$ cat config.mk
export PLATFORM = sky130hd
export DESIGN_NAME = imu_bias_calibrate_and_smooth_unit
export DESIGN_NICKNAME = d
export VERILOG_FILES = /design/src/rtl/imu_bcs_pkg.sv /design/src/rtl/imu_bias_calibrate_and_smooth_unit.sv /design/src/rtl/imu_bcs_div_lane.sv /design/src/rtl/imu_bcs_ctrl.sv /design/src/rtl/imu_bcs_datapath.sv
export SDC_FILE = /design/constraint.sdc
export NUM_CORES = 2
export LEC_CHECK = 0
export BUFFER_PORTS_ARGS = -buffer_cell sky130_fd_sc_hd__buf_2
export CORE_MARGIN = 5
export CORE_UTILIZATION = 25
export DETAILED_ROUTE_END_ITERATION = 8
export GPL_TIMING_DRIVEN = 0
export HOLD_SLACK_MARGIN = 0.08
export PLACE_DENSITY = 0.37
export SYNTH_ARGS = -nofsm -noshare
export SYNTH_HDL_FRONTEND = slang
export SYNTH_SLANG_ARGS = --single-unit
export TNS_END_PERCENT = 20
$ cat constraint.sdc
create_clock -name clock -period 13.4 [get_ports clock]
set_input_delay 2.68 -clock clock [delete_from_list [all_inputs] [get_ports clock]]
set_output_delay 2.68 -clock clock [all_outputs]
set_load 0.03 [all_outputs]
$ cat src/rtl/imu_bcs_pkg.sv
// Shared widths, controller states, register indexes and the command and
// status structs that join the controller and datapath of the IMU unit.
// No dependencies.
`default_nettype none

package imu_bcs_pkg;

   localparam int SAMPLE_W  = 16;                // raw sensor reading
   localparam int FRAC_W    = 8;                 // fraction bits of the outputs
   localparam int COUNT_W   = 12;                // calibration sample counter
   localparam int OUT_W     = SAMPLE_W + FRAC_W; // Q16.8 result
   localparam int SUM_W     = SAMPLE_W + COUNT_W;
   localparam int DVD_W     = SUM_W + FRAC_W;    // scaled bias dividend
   localparam int ALPHA_W   = 17;                // Q1.16 weight, up to 1.0
   localparam int ALPHA_FRAC = 16;
   localparam int DIFF_W    = OUT_W + 1;
   localparam int PROD_W    = DIFF_W + ALPHA_W + 1;
   localparam int SAT_W     = PROD_W - ALPHA_FRAC;
   localparam int AXES      = 3;
   localparam int LANES     = 2 * AXES;          // accel x/y/z then rate x/y/z
   localparam int AXIS_W    = $clog2(LANES);
   localparam int STEP_W    = $clog2(DVD_W);
   localparam int CSR_AW    = 2;
   localparam int CSR_DW    = ALPHA_W;
   localparam int REQ_DW    = 3 * AXES * SAMPLE_W;
   localparam int RSP_DW    = 2 * AXES * OUT_W + AXES * SAMPLE_W;

   localparam logic [ALPHA_W-1:0] ALPHA_ONE    = ALPHA_W'(1 << ALPHA_FRAC);
   localparam logic [COUNT_W-1:0] CALIB_RESET  = COUNT_W'(500);

   localparam logic [CSR_AW-1:0] CSR_ALPHA_ACCEL   = 2'd0;
   localparam logic [CSR_AW-1:0] CSR_ALPHA_RATE    = 2'd1;
   localparam logic [CSR_AW-1:0] CSR_CALIB_SAMPLES = 2'd2;
   localparam logic [CSR_AW-1:0] CSR_HAS_MAG       = 2'd3;

   localparam logic CMD_CALIBRATE = 1'b0;
   localparam logic CMD_MEASURE   = 1'b1;

   typedef enum logic [3:0] {
      ST_IDLE,
      ST_PREP,
      ST_MUL,
      ST_ACC,
      ST_CAL,
      ST_CHECK,
      ST_DIV,
      ST_BIAS,
      ST_FINISH
   } state_type;

   typedef struct packed {
      logic              capture;
      logic              prep;
      logic              mul;
      logic              acc;
      logic              cal_add;
      logic              div_load;
      logic              div_step;
      logic              bias_write;
      logic              out_load;
      logic [AXIS_W-1:0] axis;
   } ctrl_cmd_type;

   typedef struct packed {
      logic cmd_in;
      logic reached;
      logic rsp_busy;
   } ctrl_status_type;

endpackage

`default_nettype wire

$ cat src/rtl/imu_bias_calibrate_and_smooth_unit.sv
// From request accept to rsp_tvalid, a measure request runs PREP, then MUL and ACC
// for each of six lanes through one shared multiplier, then FINISH; a calibrate
// request runs CAL, CHECK and FINISH, with the 36-step divider (DIV) and BIAS before
// FINISH when it completes the bias average. One request at a time, taken the cycle
// after its result is loaded; a stalled result holds the following request in FINISH.
// Reset (synchronous, active high) clears sums, count, bias, filter state and magnetometer.
`default_nettype none

module imu_bias_calibrate_and_smooth_unit (
   input  wire logic                                clock,
   input  wire logic                                reset,
   input  wire logic                                csr_we,
   input  wire logic [imu_bcs_pkg::CSR_AW-1:0]      csr_addr,
   input  wire logic [imu_bcs_pkg::CSR_DW-1:0]      csr_wdata,
   input  wire logic                                req_tvalid,
   output logic                                     req_tready,
   // accel_x, accel_y, accel_z, rate_x, rate_y, rate_z, field_x, field_y, field_z
   input  wire logic [imu_bcs_pkg::REQ_DW-1:0]      req_tdata,
   // cmd
   input  wire logic                                req_tuser,
   output logic                                     rsp_tvalid,
   input  wire logic                                rsp_tready,
   // smooth_accel_x/y/z, smooth_rate_x/y/z, mag_out_x, mag_out_y, mag_out_z
   output logic [imu_bcs_pkg::RSP_DW-1:0]           rsp_tdata,
   // calib_done
   output logic                                     rsp_tuser
);

   imu_bcs_pkg::ctrl_cmd_type    cmd;
   imu_bcs_pkg::ctrl_status_type status;

   imu_bcs_ctrl u_ctrl (
      .clock      (clock),
      .reset      (reset),
      .req_tvalid (req_tvalid),
      .req_tready (req_tready),
      .status     (status),
      .cmd        (cmd)
   );

   imu_bcs_datapath u_datapath (
      .clock      (clock),
      .reset      (reset),
      .csr_we     (csr_we),
      .csr_addr   (csr_addr),
      .csr_wdata  (csr_wdata),
      .req_tuser  (req_tuser),
      .req_tdata  (req_tdata),
      .rsp_tready (rsp_tready),
      .rsp_tvalid (rsp_tvalid),
      .rsp_tuser  (rsp_tuser),
      .rsp_tdata  (rsp_tdata),
      .cmd        (cmd),
      .status     (status)
   );

endmodule

`default_nettype wire

$ cat src/rtl/imu_bcs_div_lane.sv
// One lane of the bias divider: restoring division, one quotient bit per
// step, of the scaled bias sum magnitude by the sample count. Uses imu_bcs_pkg.
`default_nettype none

module imu_bcs_div_lane (
   input  wire logic                           clock,
   input  wire logic                           load,
   input  wire logic                           step,
   input  wire logic [imu_bcs_pkg::DVD_W-1:0]  dividend,
   input  wire logic [imu_bcs_pkg::COUNT_W-1:0] divisor,
   output logic [imu_bcs_pkg::DVD_W-1:0]       quotient
);

   logic [imu_bcs_pkg::COUNT_W-1:0] rem_ff, rem_in;
   logic [imu_bcs_pkg::COUNT_W-1:0] div_ff, div_in;
   logic [imu_bcs_pkg::DVD_W-1:0]   quo_ff, quo_in;
   logic [imu_bcs_pkg::COUNT_W:0]   trial;
   logic                            fits;

   always_comb begin
      trial  = {rem_ff, quo_ff[imu_bcs_pkg::DVD_W-1]};
      fits   = trial >= {1'b0, div_ff};
      rem_in = rem_ff;
      quo_in = quo_ff;
      div_in = div_ff;
      if (load) begin
         rem_in = '0;
         quo_in = dividend;
         div_in = divisor;
      end else if (step) begin
         rem_in = fits ? imu_bcs_pkg::COUNT_W'(trial - {1'b0, div_ff})
                       : trial[imu_bcs_pkg::COUNT_W-1:0];
         quo_in = {quo_ff[imu_bcs_pkg::DVD_W-2:0], fits};
      end
   end

   always_ff @(posedge clock) begin
      rem_ff <= rem_in;
      quo_ff <= quo_in;
      div_ff <= div_in;
   end

   assign quotient = quo_ff;

endmodule

`default_nettype wire

$ cat src/rtl/imu_bcs_ctrl.sv
// Controller of the IMU unit: sequences capture, filtering over the six
// lanes, calibration accumulate, bias division and result hand-off.
// Uses imu_bcs_pkg.
`default_nettype none

module imu_bcs_ctrl (
   input  wire logic                         clock,
   input  wire logic                         reset,
   input  wire logic                         req_tvalid,
   output logic                              req_tready,
   input  wire imu_bcs_pkg::ctrl_status_type status,
   output imu_bcs_pkg::ctrl_cmd_type         cmd
);

   imu_bcs_pkg::state_type          state_ff, state_in;
   logic [imu_bcs_pkg::AXIS_W-1:0]  axis_ff, axis_in;
   logic [imu_bcs_pkg::STEP_W-1:0]  step_ff, step_in;
   logic                            last_axis;
   logic                            last_step;

   assign last_axis = axis_ff == imu_bcs_pkg::AXIS_W'(imu_bcs_pkg::LANES - 1);
   assign last_step = step_ff == imu_bcs_pkg::STEP_W'(imu_bcs_pkg::DVD_W - 1);

   // next state
   always_comb begin
      state_in = state_ff;
      unique case (state_ff)
         imu_bcs_pkg::ST_IDLE: begin
            if (req_tvalid) begin
               state_in = (status.cmd_in == imu_bcs_pkg::CMD_MEASURE)
                          ? imu_bcs_pkg::ST_PREP : imu_bcs_pkg::ST_CAL;
            end
         end
         imu_bcs_pkg::ST_PREP:  state_in = imu_bcs_pkg::ST_MUL;
         imu_bcs_pkg::ST_MUL:   state_in = imu_bcs_pkg::ST_ACC;
         imu_bcs_pkg::ST_ACC: begin
            state_in = last_axis ? imu_bcs_pkg::ST_FINISH : imu_bcs_pkg::ST_MUL;
         end
         imu_bcs_pkg::ST_CAL:   state_in = imu_bcs_pkg::ST_CHECK;
         imu_bcs_pkg::ST_CHECK: begin
            state_in = status.reached ? imu_bcs_pkg::ST_DIV : imu_bcs_pkg::ST_FINISH;
         end
         imu_bcs_pkg::ST_DIV: begin
            if (last_step) state_in = imu_bcs_pkg::ST_BIAS;
         end
         imu_bcs_pkg::ST_BIAS:  state_in = imu_bcs_pkg::ST_FINISH;
         imu_bcs_pkg::ST_FINISH: begin
            if (!status.rsp_busy) state_in = imu_bcs_pkg::ST_IDLE;
         end
         default: state_in = imu_bcs_pkg::ST_IDLE;
      endcase
   end

   // lane and divider step counters
   always_comb begin
      axis_in = axis_ff;
      step_in = step_ff;
      unique case (state_ff)
         imu_bcs_pkg::ST_PREP:  axis_in = '0;
         imu_bcs_pkg::ST_ACC:   axis_in = axis_ff + 1'b1;
         imu_bcs_pkg::ST_CHECK: step_in = '0;
         imu_bcs_pkg::ST_DIV:   step_in = step_ff + 1'b1;
         default: begin
            axis_in = axis_ff;
            step_in = step_ff;
         end
      endcase
   end

   // outputs
   always_comb begin
      cmd        = '0;
      cmd.axis   = axis_ff;
      req_tready = 1'b0;
      unique case (state_ff)
         imu_bcs_pkg::ST_IDLE: begin
            // hold off requests while reset is applied
            req_tready  = !reset;
            cmd.capture = req_tvalid && !reset;
         end
         imu_bcs_pkg::ST_PREP:   cmd.prep       = 1'b1;
         imu_bcs_pkg::ST_MUL:    cmd.mul        = 1'b1;
         imu_bcs_pkg::ST_ACC:    cmd.acc        = 1'b1;
         imu_bcs_pkg::ST_CAL:    cmd.cal_add    = 1'b1;
         imu_bcs_pkg::ST_CHECK:  cmd.div_load   = status.reached;
         imu_bcs_pkg::ST_DIV:    cmd.div_step   = 1'b1;
         imu_bcs_pkg::ST_BIAS:   cmd.bias_write = 1'b1;
         imu_bcs_pkg::ST_FINISH: cmd.out_load   = !status.rsp_busy;
         default:                cmd            = '0;
      endcase
   end

   always_ff @(posedge clock) begin
      if (reset) begin
         state_ff <= imu_bcs_pkg::ST_IDLE;
         axis_ff  <= '0;
         step_ff  <= '0;
      end else begin
         state_ff <= state_in;
         axis_ff  <= axis_in;
         step_ff  <= step_in;
      end
   end

`ifndef NO_ASSERTIONS
   a_step_range: assert property (@(posedge clock) disable iff (reset)
      (state_ff == imu_bcs_pkg::ST_DIV) |-> (step_ff < imu_bcs_pkg::STEP_W'(imu_bcs_pkg::DVD_W)))
      else $error("divider step count out of range");

   a_axis_range: assert property (@(posedge clock) disable iff (reset)
      (state_ff == imu_bcs_pkg::ST_MUL || state_ff == imu_bcs_pkg::ST_ACC)
      |-> (axis_ff < imu_bcs_pkg::AXIS_W'(imu_bcs_pkg::LANES)))
      else $error("filter lane index out of range");

   a_div_entry: assert property (@(posedge clock) disable iff (reset)
      (state_ff == imu_bcs_pkg::ST_DIV && step_ff == '0)
      |-> ($past(state_ff) == imu_bcs_pkg::ST_CHECK))
      else $error("division started without a count check");
`endif

endmodule

`default_nettype wire

$ cat src/rtl/imu_bcs_datapath.sv
// Datapath of the IMU unit: configuration registers, captured request,
// bias accumulators and divider lanes, shared filter multiplier and the
// result register. Uses imu_bcs_pkg and imu_bcs_div_lane.
`default_nettype none

module imu_bcs_datapath (
   input  wire logic                             clock,
   input  wire logic                             reset,
   input  wire logic                             csr_we,
   input  wire logic [imu_bcs_pkg::CSR_AW-1:0]   csr_addr,
   input  wire logic [imu_bcs_pkg::CSR_DW-1:0]   csr_wdata,
   input  wire logic                             req_tuser,
   input  wire logic [imu_bcs_pkg::REQ_DW-1:0]   req_tdata,
   input  wire logic                             rsp_tready,
   output logic                                  rsp_tvalid,
   output logic                                  rsp_tuser,
   output logic [imu_bcs_pkg::RSP_DW-1:0]        rsp_tdata,
   input  wire imu_bcs_pkg::ctrl_cmd_type        cmd,
   output imu_bcs_pkg::ctrl_status_type          status
);

   localparam int SW = imu_bcs_pkg::SAMPLE_W;
   localparam int OW = imu_bcs_pkg::OUT_W;
   localparam int FW = imu_bcs_pkg::FRAC_W;
   localparam int AX = imu_bcs_pkg::AXES;
   localparam int LN = imu_bcs_pkg::LANES;
   localparam int BW = imu_bcs_pkg::DVD_W + 1;

   function automatic logic [OW-1:0] sat_out(input logic [imu_bcs_pkg::SAT_W-1:0] v);
      logic fits;
      fits = (v[imu_bcs_pkg::SAT_W-1:OW-1] == '0) || (v[imu_bcs_pkg::SAT_W-1:OW-1] == '1);
      if (fits) return v[OW-1:0];
      return v[imu_bcs_pkg::SAT_W-1] ? {1'b1, {(OW-1){1'b0}}} : {1'b0, {(OW-1){1'b1}}};
   endfunction

   function automatic logic [OW-1:0] sat_bias(input logic [BW-1:0] v);
      logic fits;
      fits = (v[BW-1:OW-1] == '0) || (v[BW-1:OW-1] == '1);
      if (fits) return v[OW-1:0];
      return v[BW-1] ? {1'b1, {(OW-1){1'b0}}} : {1'b0, {(OW-1){1'b1}}};
   endfunction

   // configuration
   logic [imu_bcs_pkg::ALPHA_W-1:0] alpha_accel_ff, alpha_accel_in;
   logic [imu_bcs_pkg::ALPHA_W-1:0] alpha_rate_ff, alpha_rate_in;
   logic [imu_bcs_pkg::COUNT_W-1:0] calib_samples_ff, calib_samples_in;
   logic                            has_mag_ff, has_mag_in;

   always_comb begin
      alpha_accel_in   = alpha_accel_ff;
      alpha_rate_in    = alpha_rate_ff;
      calib_samples_in = calib_samples_ff;
      has_mag_in       = has_mag_ff;
      if (csr_we) begin
         unique case (csr_addr)
            imu_bcs_pkg::CSR_ALPHA_ACCEL:   alpha_accel_in   = csr_wdata;
            imu_bcs_pkg::CSR_ALPHA_RATE:    alpha_rate_in    = csr_wdata;
            imu_bcs_pkg::CSR_CALIB_SAMPLES: calib_samples_in =
                                               csr_wdata[imu_bcs_pkg::COUNT_W-1:0];
            imu_bcs_pkg::CSR_HAS_MAG:       has_mag_in       = csr_wdata[0];
         endcase
      end
   end

   always_ff @(posedge clock) begin
      if (reset) begin
         alpha_accel_ff   <= imu_bcs_pkg::ALPHA_ONE;
         alpha_rate_ff    <= imu_bcs_pkg::ALPHA_ONE;
         calib_samples_ff <= imu_bcs_pkg::CALIB_RESET;
         has_mag_ff       <= 1'b0;
      end else begin
         alpha_accel_ff   <= alpha_accel_in;
         alpha_rate_ff    <= alpha_rate_in;
         calib_samples_ff <= calib_samples_in;
         has_mag_ff       <= has_mag_in;
      end
   end

   // captured request
   logic [SW-1:0] accel_ff [AX];
   logic [SW-1:0] rate_ff  [AX];
   logic [SW-1:0] field_ff [AX];

   always_ff @(posedge clock) begin
      if (cmd.capture) begin
         for (int i = 0; i < AX; i++) begin
            accel_ff[i] <= req_tdata[i*SW +: SW];
            rate_ff[i]  <= req_tdata[(AX+i)*SW +: SW];
            field_ff[i] <= req_tdata[(2*AX+i)*SW +: SW];
         end
      end
   end

   // calibration accumulators and divider
   logic [imu_bcs_pkg::SUM_W-1:0]   sum_ff [AX];
   logic [imu_bcs_pkg::SUM_W-1:0]   sum_in [AX];
   logic [imu_bcs_pkg::SUM_W-1:0]   sum_mag [AX];
   logic [imu_bcs_pkg::DVD_W-1:0]   quotient [AX];
   logic [OW-1:0]                   bias_ff [AX];
   logic [OW-1:0]                   bias_in [AX];
   logic [imu_bcs_pkg::COUNT_W-1:0] count_ff, count_in;
   logic [imu_bcs_pkg::COUNT_W-1:0] target;
   logic [BW-1:0]                   q_signed [AX];

   assign target = (calib_samples_ff == '0) ? imu_bcs_pkg::COUNT_W'(1) : calib_samples_ff;

   always_comb begin
      count_in = count_ff;
      if (cmd.cal_add) count_in = count_ff + 1'b1;
      else if (cmd.bias_write) count_in = '0;
      for (int i = 0; i < AX; i++) begin
         sum_mag[i]  = sum_ff[i][imu_bcs_pkg::SUM_W-1] ? (~sum_ff[i] + 1'b1) : sum_ff[i];
         q_signed[i] = sum_ff[i][imu_bcs_pkg::SUM_W-1] ? (~{1'b0, quotient[i]} + 1'b1)
                                                        : {1'b0, quotient[i]};
         sum_in[i]   = sum_ff[i];
         bias_in[i]  = bias_ff[i];
         if (cmd.cal_add) begin
            sum_in[i] = sum_ff[i] + {{(imu_bcs_pkg::SUM_W-SW){rate_ff[i][SW-1]}}, rate_ff[i]};
         end else if (cmd.bias_write) begin
            sum_in[i]  = '0;
            bias_in[i] = sat_bias(q_signed[i]);
         end
      end
   end

   for (genvar g = 0; g < AX; g++) begin : g_div
      imu_bcs_div_lane u_div (
         .clock    (clock),
         .load     (cmd.div_load),
         .step     (cmd.div_step),
         .dividend ({sum_mag[g], {FW{1'b0}}}),
         .divisor  (count_ff),
         .quotient (quotient[g])
      );
   end

   // filter lanes: accel x/y/z, then rate x/y/z
   logic [OW-1:0]                      cur_ff [LN];
   logic [OW-1:0]                      cur_in [LN];
   logic [OW-1:0]                      prev_ff [LN];
   logic [OW-1:0]                      prev_in [LN];
   logic [SW-1:0]                      mag_ff [AX];
   logic [SW-1:0]                      mag_in [AX];
   logic [imu_bcs_pkg::DIFF_W-1:0]     gyro_diff [AX];
   logic [OW-1:0]                      cur_sel, prev_sel;
   logic [imu_bcs_pkg::ALPHA_W-1:0]    alpha_sel, alpha_eff;
   logic signed [imu_bcs_pkg::DIFF_W-1:0]  lane_diff;
   logic signed [imu_bcs_pkg::ALPHA_W:0]   mul_a;
   logic signed [imu_bcs_pkg::PROD_W-1:0]  prod_ff, prod_in;
   logic [imu_bcs_pkg::PROD_W-1:0]     rounded;
   logic [imu_bcs_pkg::SAT_W-1:0]      filt_sum;

   always_comb begin
      cur_sel   = cur_ff[cmd.axis];
      prev_sel  = prev_ff[cmd.axis];
      alpha_sel = (cmd.axis < imu_bcs_pkg::AXIS_W'(AX)) ? alpha_accel_ff : alpha_rate_ff;
      // weights above one act as one
      alpha_eff = alpha_sel[imu_bcs_pkg::ALPHA_W-1] ? imu_bcs_pkg::ALPHA_ONE : alpha_sel;
      lane_diff = $signed({cur_sel[OW-1], cur_sel}) - $signed({prev_sel[OW-1], prev_sel});
      mul_a     = $signed({1'b0, alpha_eff});
      prod_in   = prod_ff;
      if (cmd.mul) prod_in = lane_diff * mul_a;
      rounded   = prod_ff + imu_bcs_pkg::PROD_W'(1 << (imu_bcs_pkg::ALPHA_FRAC - 1));
      filt_sum  = {{(imu_bcs_pkg::SAT_W-OW){prev_sel[OW-1]}}, prev_sel}
                + rounded[imu_bcs_pkg::PROD_W-1:imu_bcs_pkg::ALPHA_FRAC];

      for (int i = 0; i < AX; i++) begin
         gyro_diff[i] = {rate_ff[i][SW-1], rate_ff[i], {FW{1'b0}}}
                      - {bias_ff[i][OW-1], bias_ff[i]};
         mag_in[i]    = (cmd.prep && has_mag_ff) ? field_ff[i] : mag_ff[i];
      end
      for (int i = 0; i < LN; i++) begin
         cur_in[i]  = cur_ff[i];
         prev_in[i] = prev_ff[i];
      end
      if (cmd.prep) begin
         for (int i = 0; i < AX; i++) begin
            cur_in[i]    = {accel_ff[i], {FW{1'b0}}};
            cur_in[AX+i] = sat_out({{(imu_bcs_pkg::SAT_W-imu_bcs_pkg::DIFF_W)
                                     {gyro_diff[i][imu_bcs_pkg::DIFF_W-1]}}, gyro_diff[i]});
         end
      end
      if (cmd.acc) prev_in[cmd.axis] = sat_out(filt_sum);
   end

   always_ff @(posedge clock) begin
      prod_ff <= prod_in;
      for (int i = 0; i < LN; i++) cur_ff[i] <= cur_in[i];
   end

   // model state
   logic done_ff, done_in;

   always_comb begin
      done_in = done_ff;
      if (cmd.capture) done_in = 1'b0;
      else if (cmd.bias_write) done_in = 1'b1;
   end

   always_ff @(posedge clock) begin
      if (reset) begin
         count_ff <= '0;
         done_ff  <= 1'b0;
         for (int i = 0; i < AX; i++) begin
            sum_ff[i]  <= '0;
            bias_ff[i] <= '0;
            mag_ff[i]  <= '0;
         end
         for (int i = 0; i < LN; i++) prev_ff[i] <= '0;
      end else begin
         count_ff <= count_in;
         done_ff  <= done_in;
         for (int i = 0; i < AX; i++) begin
            sum_ff[i]  <= sum_in[i];
            bias_ff[i] <= bias_in[i];
            mag_ff[i]  <= mag_in[i];
         end
         for (int i = 0; i < LN; i++) prev_ff[i] <= prev_in[i];
      end
   end

   // result register
   logic                            rsp_valid_ff, rsp_valid_in;
   logic                            rsp_user_ff;
   logic [imu_bcs_pkg::RSP_DW-1:0]  rsp_data_ff, rsp_data_in;

   always_comb begin
      for (int i = 0; i < LN; i++) rsp_data_in[i*OW +: OW] = prev_ff[i];
      for (int i = 0; i < AX; i++) rsp_data_in[LN*OW + i*SW +: SW] = mag_ff[i];
      rsp_valid_in = rsp_valid_ff;
      if (cmd.out_load) rsp_valid_in = 1'b1;
      else if (rsp_tready) rsp_valid_in = 1'b0;
   end

   always_ff @(posedge clock) begin
      if (reset) begin
         rsp_valid_ff <= 1'b0;
      end else begin
         rsp_valid_ff <= rsp_valid_in;
      end
   end

   always_ff @(posedge clock) begin
      if (cmd.out_load) begin
         rsp_data_ff <= rsp_data_in;
         rsp_user_ff <= done_ff;
      end
   end

   assign rsp_tvalid      = rsp_valid_ff;
   assign rsp_tdata       = rsp_data_ff;
   assign rsp_tuser       = rsp_user_ff;
   assign status.cmd_in   = req_tuser;
   assign status.reached  = count_ff >= target;
   assign status.rsp_busy = rsp_valid_ff && !rsp_tready;

`ifndef NO_ASSERTIONS
   a_no_overwrite: assert property (@(posedge clock) disable iff (reset)
      cmd.out_load |-> !(rsp_valid_ff && !rsp_tready))
      else $error("result register overwritten while stalled");

   a_bias_clears: assert property (@(posedge clock) disable iff (reset)
      cmd.bias_write |=> (count_ff == '0) && (sum_ff[0] == '0) && done_ff)
      else $error("bias update did not clear the accumulators");

   a_done_clear: assert property (@(posedge clock) disable iff (reset)
      cmd.capture |=> !done_ff)
      else $error("completion flag carried into a new request");
`endif

endmodule

`default_nettype wire
Word-level counts from Yosys, hierarchy flattened
Memory sizes are Yosys's and may differ from the RTL's.
Index checks and enable logic that the tools add are counted.
- reductions and logical operators: 36
- order comparisons: 7
- muxes and demuxes: 121
- multipliers: 1
- divide/modulo/power cells: 0
- shift-type cells: 0
- bitwise gates (word level): 22
- equality and inequality tests: 24
- $add $sub $neg: 21
- operator list (kind ; count):
    24-bit 2-to-1 mux ; 38
    28-bit 2-to-1 mux ; 12
    144-bit 2-to-1 mux ; 2
    36-bit 2-to-1 mux ; 6
    144-bit bitwise mux ; 1
    37-bit by 1-bit adder with 37-bit output, second input constant ; 3
    37-bit 2-to-1 mux ; 3
    36-bit NOT with 37-bit output ; 3
    24-bit by 24-bit subtractor with 25-bit output ; 4
    16-bit 2-to-1 mux ; 6
    28-bit by 1-bit adder with 28-bit output, second input constant ; 3
    28-bit adder ; 3
    28-bit NOT ; 3
    24-bit demux with 3-bit select ; 1
    12-bit 2-to-1 mux ; 6
    43-bit by 17-bit adder with 43-bit output, second input constant ; 1
    25-bit by 18-bit multiplier with 43-bit output ; 1
    14-bit == test, second input constant ; 3
    14-bit zero test ; 3
    13-bit by 12-bit greater-or-equal comparator with 1-bit output ; 3
    4-bit one-hot mux with 9 select lines ; 1
    12-bit subtractor ; 3
    1-bit 2-to-1 mux ; 34
    17-bit 2-to-1 mux ; 2
    other kinds (36) ; 87
- bits in writable memories: 636
- bits of input ports: 169
- register bits after elaboration: 466
- memories: 8
- bits in latches: 0
- ROM bits: 0
- memories (name ; words ; width ; read ports ; clocked after memory_dff ; wr ports ; RTL line ; text):
    u_datapath.cur_ff ; 6 ; 24 ; 1 ; 0 ; 6 ; imu_bcs_datapath.sv:138 ; logic [OW-1:0] cur_ff [LN];
    u_datapath.prev_ff ; 6 ; 24 ; 7 ; 0 ; 6 ; imu_bcs_datapath.sv:140 ; logic [OW-1:0] prev_ff [LN];
    u_datapath.sum_ff ; 3 ; 28 ; 3 ; 0 ; 3 ; imu_bcs_datapath.sv:95 ; logic [imu_bcs_pkg::SUM_W-1:0] sum_ff [AX];
    u_datapath.bias_ff ; 3 ; 24 ; 3 ; 0 ; 3 ; imu_bcs_datapath.sv:99 ; logic [OW-1:0] bias_ff [AX];
    u_datapath.accel_ff ; 3 ; 16 ; 3 ; 0 ; 3 ; imu_bcs_datapath.sv:80 ; logic [SW-1:0] accel_ff [AX];
    u_datapath.field_ff ; 3 ; 16 ; 3 ; 0 ; 3 ; imu_bcs_datapath.sv:82 ; logic [SW-1:0] field_ff [AX];
    +2 memories ; -- ; -- ; -- ; -- ; -- ; -- ;

Depth between registers and ports, before layout
An unclocked memory read counts as a cell.
- word-level depth: 14
- mapped depth: 44
- gate-level depth less buffers: 40

By module
Synthesis repeated with hierarchy kept, for this count alone.
- cells, all modules: 7101
- area, all modules: 70500.1 um^2
- by module, submodules not included (module ; area each (um^2) ; seq. area each (um^2) ; cells an instance ; times used):
    imu_bcs_datapath ; 60346.6 ; 22751.8 ; 6254 ; 1
    imu_bcs_div_lane ; 3104.2 ; 1681.6 ; 249 ; 3
    imu_bcs_ctrl ; 840.8 ; 260.2 ; 100 ; 1

Least setup slack after synthesis
No wires, ideal clock.
- path kind: flip-flop to flip-flop
- start point: register u_ctrl.state_ff[2]
- end point: register u_datapath.prod_ff[40] (netlist name) (data pin)
- required time: 13142 ps
- setup slack: 1787 ps
- clock period less this slack: 11613 ps
- cell stages (with the launch flop): 41
- data arrival time: 11355 ps
- buffers on the path: 5
- cell sequence: dfxtp_1 -> clkbuf_1 -> o31ai_2 -> and2_1 -> clkbuf_1 -> clkbuf_1 -> buf_1 -> nand2_1 -> a31oi_1 -> ha_1 -> inv_1 -> fa_1 -> a21o_1 -> a21oi_1 -> o21bai_1 -> a2111oi_0 -> o31ai_1 -> a21boi_0 -> [5 not listed] -> fa_1 -> fa_1 -> fa_1 -> inv_1 -> fa_1 -> fa_1 -> inv_1 -> fa_1 -> inv_1 -> ha_1 -> nor2b_1 -> o41ai_1 -> nor2b_1 -> o31a_1 -> a2111oi_1 -> o21ai_0 -> a211o_1 -> xor2_1
- cells in the longest elaborated chain, start to end: 7
- elaborated cells on any way between the ends: 18
- those cells by class: add/sub (1); mul (1); order compare (1); eq/ne (8); mux (3); reduce/logical (2); memory (2)
- RTL lines (item ; RTL line ; text):
    from (decl) ; imu_bcs_ctrl.sv:15 ; imu_bcs_pkg::state_type state_ff, state_in;
    from (signal assigned) ; imu_bcs_ctrl.sv:95 ; state_ff <= imu_bcs_pkg::ST_IDLE;
    from (signal assigned) ; imu_bcs_ctrl.sv:99 ; state_ff <= state_in;
    4-bit by 1-bit == test with 1-bit output, or another cell as far along ; imu_bcs_ctrl.sv:75 ; unique case (state_ff)
    9-bit OR reduction (no line) * ; -- ;
    3-bit 2-to-1 mux * ; imu_bcs_ctrl.sv:75 ;
    parallel branches: the longest is 3 deep, another holds 24-bit by 24-bit subtractor with 25-bit output ; -- ;
    25-bit by 18-bit multiplier with 43-bit output * ; imu_bcs_datapath.sv:162 ; if (cmd.mul) prod_in = lane_diff * mul_a;
    to (signal assigned) ; imu_bcs_datapath.sv:187 ; prod_ff <= prod_in;
    to (decl) ; imu_bcs_datapath.sv:149 ; logic signed [imu_bcs_pkg::PROD_W-1:0] prod_ff, prod_in;
Mark *: on every way between the ends.
A chain may end at the register's enable or synchronous reset.

Worst setup path in the final report
- start point: register u_ctrl.axis_ff[0] (netlist name)
- end point: register u_datapath.prod_ff[40] (netlist name) (data pin)
- cells in the longest elaborated chain, start to end: 5
- elaborated cells on any way between the ends: 8
- those cells by class: add/sub (1); mul (1); order compare (1); mux (3); memory (2)
- RTL lines (item ; RTL line ; text):
    from (decl) ; imu_bcs_ctrl.sv:16 ; logic [imu_bcs_pkg::AXIS_W-1:0] axis_ff, axis_in;
    from (signal assigned) ; imu_bcs_ctrl.sv:100 ; axis_ff <= axis_in;
    3-bit 2-to-1 mux * ; imu_bcs_ctrl.sv:75 ;
    parallel branches: the longest is 3 deep, another holds 24-bit by 24-bit subtractor with 25-bit output ; -- ;
    25-bit by 18-bit multiplier with 43-bit output * ; imu_bcs_datapath.sv:162 ;
Marks and branches as above.

==> summary.md <==
| Metric | Value |
|---|---|
| Period minus WS final | `12.91 ns` |
| Area Growth Syn to Fin | `17.5%` |
| Power Density | `128 nW/um2` |
| Placer congestion estimate | `0.874` |
| Post-synthesis cell count | `7373` |
| Via count | `57100` |
| Initial antenna violation count | `57` |
| CTS tree | `done` |
| Reg2Reg Launch Point | `u_ctrl.axis_ff[0]$_SDFFE_PP0P_` |
| DR WL/cell | `23.8 um` |
| Synth Cell Area | `69500 um2` |
| Commonest non-fill, non-tap cells in the layout | `914 x nand2_1, 694 x inv_1, 689 x nor2_1, 581 x edfxtp_1, 482 x dfxtp_1` |
| Core box area | `277000 um2` |
| Critical Path Sink Type | `register` |
| CTS Sinks | `1063` |
| Syn. warnings | `0` |
| Buf+Inv Stages, Crit Path | `8` |
| RSZ-0062 raised after global routing | `false` |
| DRT iter0 DRCs | `4328` |
| Stages on the worst setup path | `35` |
| H-tree depth | `4` |
| Global route overflow | `0` |
| R2r endpoint | `u_datapath.prod_ff[40]$_DFFE_PP_` |
| Post-route ant nets | `0` |
| Global-route wire length before repair | `400 mm` |
| Fmax | `77.5 MHz` |
| CP Class | `register to register` |
| DR pass1 iterations | `6` |
| HP Class | `register to register` |
| Row cnt | `193` |
| Slowest cell on crit path | `clkbuf_1` |
| Worst Clk Skew | `0.0648 ns` |
| Final HPWL DP | `226 mm` |
| Post-Syn Nets | `8306` |
| Clock tree buffer depth | `3` |
| Worst Setup EP | `u_datapath.prod_ff[40]$_DFFE_PP_` |
| Global-route usage over all layers | `0.188` |
| Via density | `4.87` |
| Leak pwr | `32.0 nW` |
| Reg2Reg Depth | `35` |
| Number of synthesized register bits | `1063` |
| CP dominant cell by count | `fa_1` |
| Origin of the worst setup path | `u_ctrl.axis_ff[0]$_SDFFE_PP0P_` |
| Signal arrival time at the worst endpoint | `13.45 ns` |
| Clock Tree Root | `clkbuf_16` |
| Drt total wl | `279 mm` |
| Final Hold Fails | `0` |
| Critical Path RT | `13.94 ns` |
| Pin count of the biggest net entering global routing | `57` |
| Reg2reg setup slack | `0.49 ns` |
| Die area | `289000 um2` |
| CP peak stage delay | `0.62 ns` |
| Slew Viols, Final | `0` |
| Headroom to the max-slew limit | `0.0250` |
| Post-layout util | `0.295` |
| Post-Layout Inst Area | `81700 um2` |
| Clock slew at reported path FFs | `0.06 ns` |
| Synth unique cells | `93` |
| Top Family by Delay on Critical Path | `compound AO/OA/AOI/OAI gates` |
| Die H | `537 um` |
| Mean Syn Cell Area | `9.43 um2` |
| CP max FO | `10` |
| Ys async rst share | `0` |
| Io pins | `364` |
| Placement Cell Area | `76500 um2` |
| Hold Slack | `0.407 ns` |
| Cts hold-fix bufs | `0` |
| Commonest non-fill, non-tap cell in the layout | `nand2_1` |
| Seq/Total Area, Yosys | `0.390` |
| Main synth FF type | `edfxtp_1` |
| Worst-margin pin slew | `1.45 ns` |
| Status | `completed` |
| Number of global-route vias before repair | `56100` |
| Die Wd | `537 um` |
| Drt drc | `0` |
| Clk_lat worst skew | `0.82 ns` |
| Initial core utilization | `0.251` |
| Post-synth EDFFs | `581` |
| Final period util | `0.963` |
| MaxCap Viol Count | `0` |
| Share of cells above drive strength 1 | `0.0932` |
| Inserted Clock Buffers | `139` |
| Critical path launch point type | `register` |
| Number of nets in the layout | `8831` |
| Max VDD drop | `140 uV` |
| Final setup fails | `0` |
| Port bufs | `361` |
## kinds of logic (layout without fill, tap and decap cells)
logic type	after synthesis	after routing	share of synthesized area
flops	1063	1063	0.390
xor+xnor	402	402	0.0506
compound gates	1707	1708	0.162
buf+inv	1067	1709	0.0580
fa+ha+maj	767	767	0.183
simple gates	2319	2319	0.149
other cells	0	7	0
mux	48	48	0.00696
## synth_stat cells, types with 17 or more instances
master	count	share of area
nand2_1	915	0.049
inv_1	694	0.037
nor2_1	694	0.037
edfxtp_1	581	0.25
dfxtp_1	482	0.14
a21oi_1	470	0.034
fa_1	422	0.12
o21ai_0	358	0.026
ha_1	342	0.062
clkbuf_1	334	0.018
xor2_1	232	0.029
xnor2_1	170	0.021
a211oi_1	163	0.018
nor3_1	125	0.0090
nand3_1	111	0.0080
a21o_1	84	0.0091
nor4_1	70	0.0063
a22oi_1	69	0.0074
a22o_1	63	0.0079
o31ai_1	63	0.0068
nand2b_1	60	0.0054
and3_1	51	0.0046
o211ai_1	51	0.0055
a31oi_1	49	0.0044
or3_1	48	0.0043
nand4_1	46	0.0041
mux2i_1	45	0.0065
nor2b_1	41	0.0037
or4_1	40	0.0043
o21a_1	35	0.0038
o41ai_1	35	0.0044
and2_1	30	0.0027
o21bai_1	29	0.0031
buf_1	26	0.0014
a221o_1	22	0.0032
o211ai_2	20	0.0036
or2_2	20	0.0018
a311o_1	18	0.0026
a211o_1	17	0.0021
## registers in the layout, summed over array words and instances (netlist names), 17 cells and up
register / flops
u_datapath.prev_ff: 144
u_datapath.field_ff: 48
u_datapath.g_div.u_div.quotient: 108
u_datapath.accel_ff: 48
u_datapath.mag_ff: 48
u_datapath.alpha_rate_ff: 17
u_datapath.alpha_accel_ff: 17
u_datapath.g_div.u_div.rem_ff: 36
u_datapath.sum_ff: 84
u_datapath.cur_ff: 120
u_datapath.rsp_tdata: 192
u_datapath.bias_ff: 72
u_datapath.prod_ff: 28
u_datapath.rate_ff: 48
## worst min path at each step
stage / start / endpoint / slack [ns] / cells past startpoint
floorplan: u_datapath.accel_ff[0][2]$_DFFE_PP_ / u_datapath.cur_ff[0][10]$_DFFE_PP_ / 0.40 / 0
global placement: u_datapath.accel_ff[0][41]$_DFFE_PP_ / u_datapath.cur_ff[2][17]$_DFFE_PP_ / 0.40 / 0
detailed placement: u_datapath.accel_ff[0][35]$_DFFE_PP_ / u_datapath.cur_ff[2][11]$_DFFE_PP_ / 0.41 / 0
CTS: u_datapath.accel_ff[0][5]$_DFFE_PP_ / u_datapath.cur_ff[0][13]$_DFFE_PP_ / 0.41 / 0
global route: u_datapath.accel_ff[0][43]$_DFFE_PP_ / u_datapath.cur_ff[2][19]$_DFFE_PP_ / 0.42 / 0
finish: u_datapath.accel_ff[0][43]$_DFFE_PP_ / u_datapath.cur_ff[2][19]$_DFFE_PP_ / 0.41 / 0
## per-stage QoR
step                total power [W]  setup TNS, ns  instances  setup WS [ns]
finish                       0.0105              0      11700          0.491
global route                 0.0110              0      11700         0.0108
CTS                          0.0106              0      11700        0.00256
detailed placement          0.00649         -24.47      11500          -2.26
global placement            0.00649        -698.15      11400          -3.54
floorplan                   0.00556              0       7373           1.79
## where the power goes
part	internal, W	total (W)	switching (W)	leakage [nW]
Combinational	0.000859	0.00256	0.00170	20.3
Sequential	0.00367	0.00389	0.000215	9.22
Clock	0.00238	0.00402	0.00164	2.43
Total	0.00692	0.0105	0.00356	32.0
## metal layers
metal	wire length (um)	vias up	track usage	part of all wire
met5	0	-	0	0
met1	126000	28400	0.256	0.45
li1	-	26800	-	-
met4	8250	0	0.0490	0.030
met2	132000	1547	0.316	0.47
met3	13000	345	0.0237	0.046
## layout make-up
type | count | area [um2]
antenna | 7 | 17.5
buffer | 372 | 1460
clock buffer | 185 | 3960
clock inverter | 74 | 998
fill | 29300 | 195000
inverter | 694 | 2610
multi-input combinational | 5244 | 38700
sequential | 1063 | 27100
tap | 3705 | 4640
timing repair buffer | 384 | 2240
## timing repair
item | 4_1_cts | 5_1_grt
cloned | 0 | 1
gates resized for setup | 26 | 43
pin swaps | 0 | 3
setup buffers | 0 | 3
setup endpoints to repair | 26 | 11
Power figures use the tool's default switching activity.
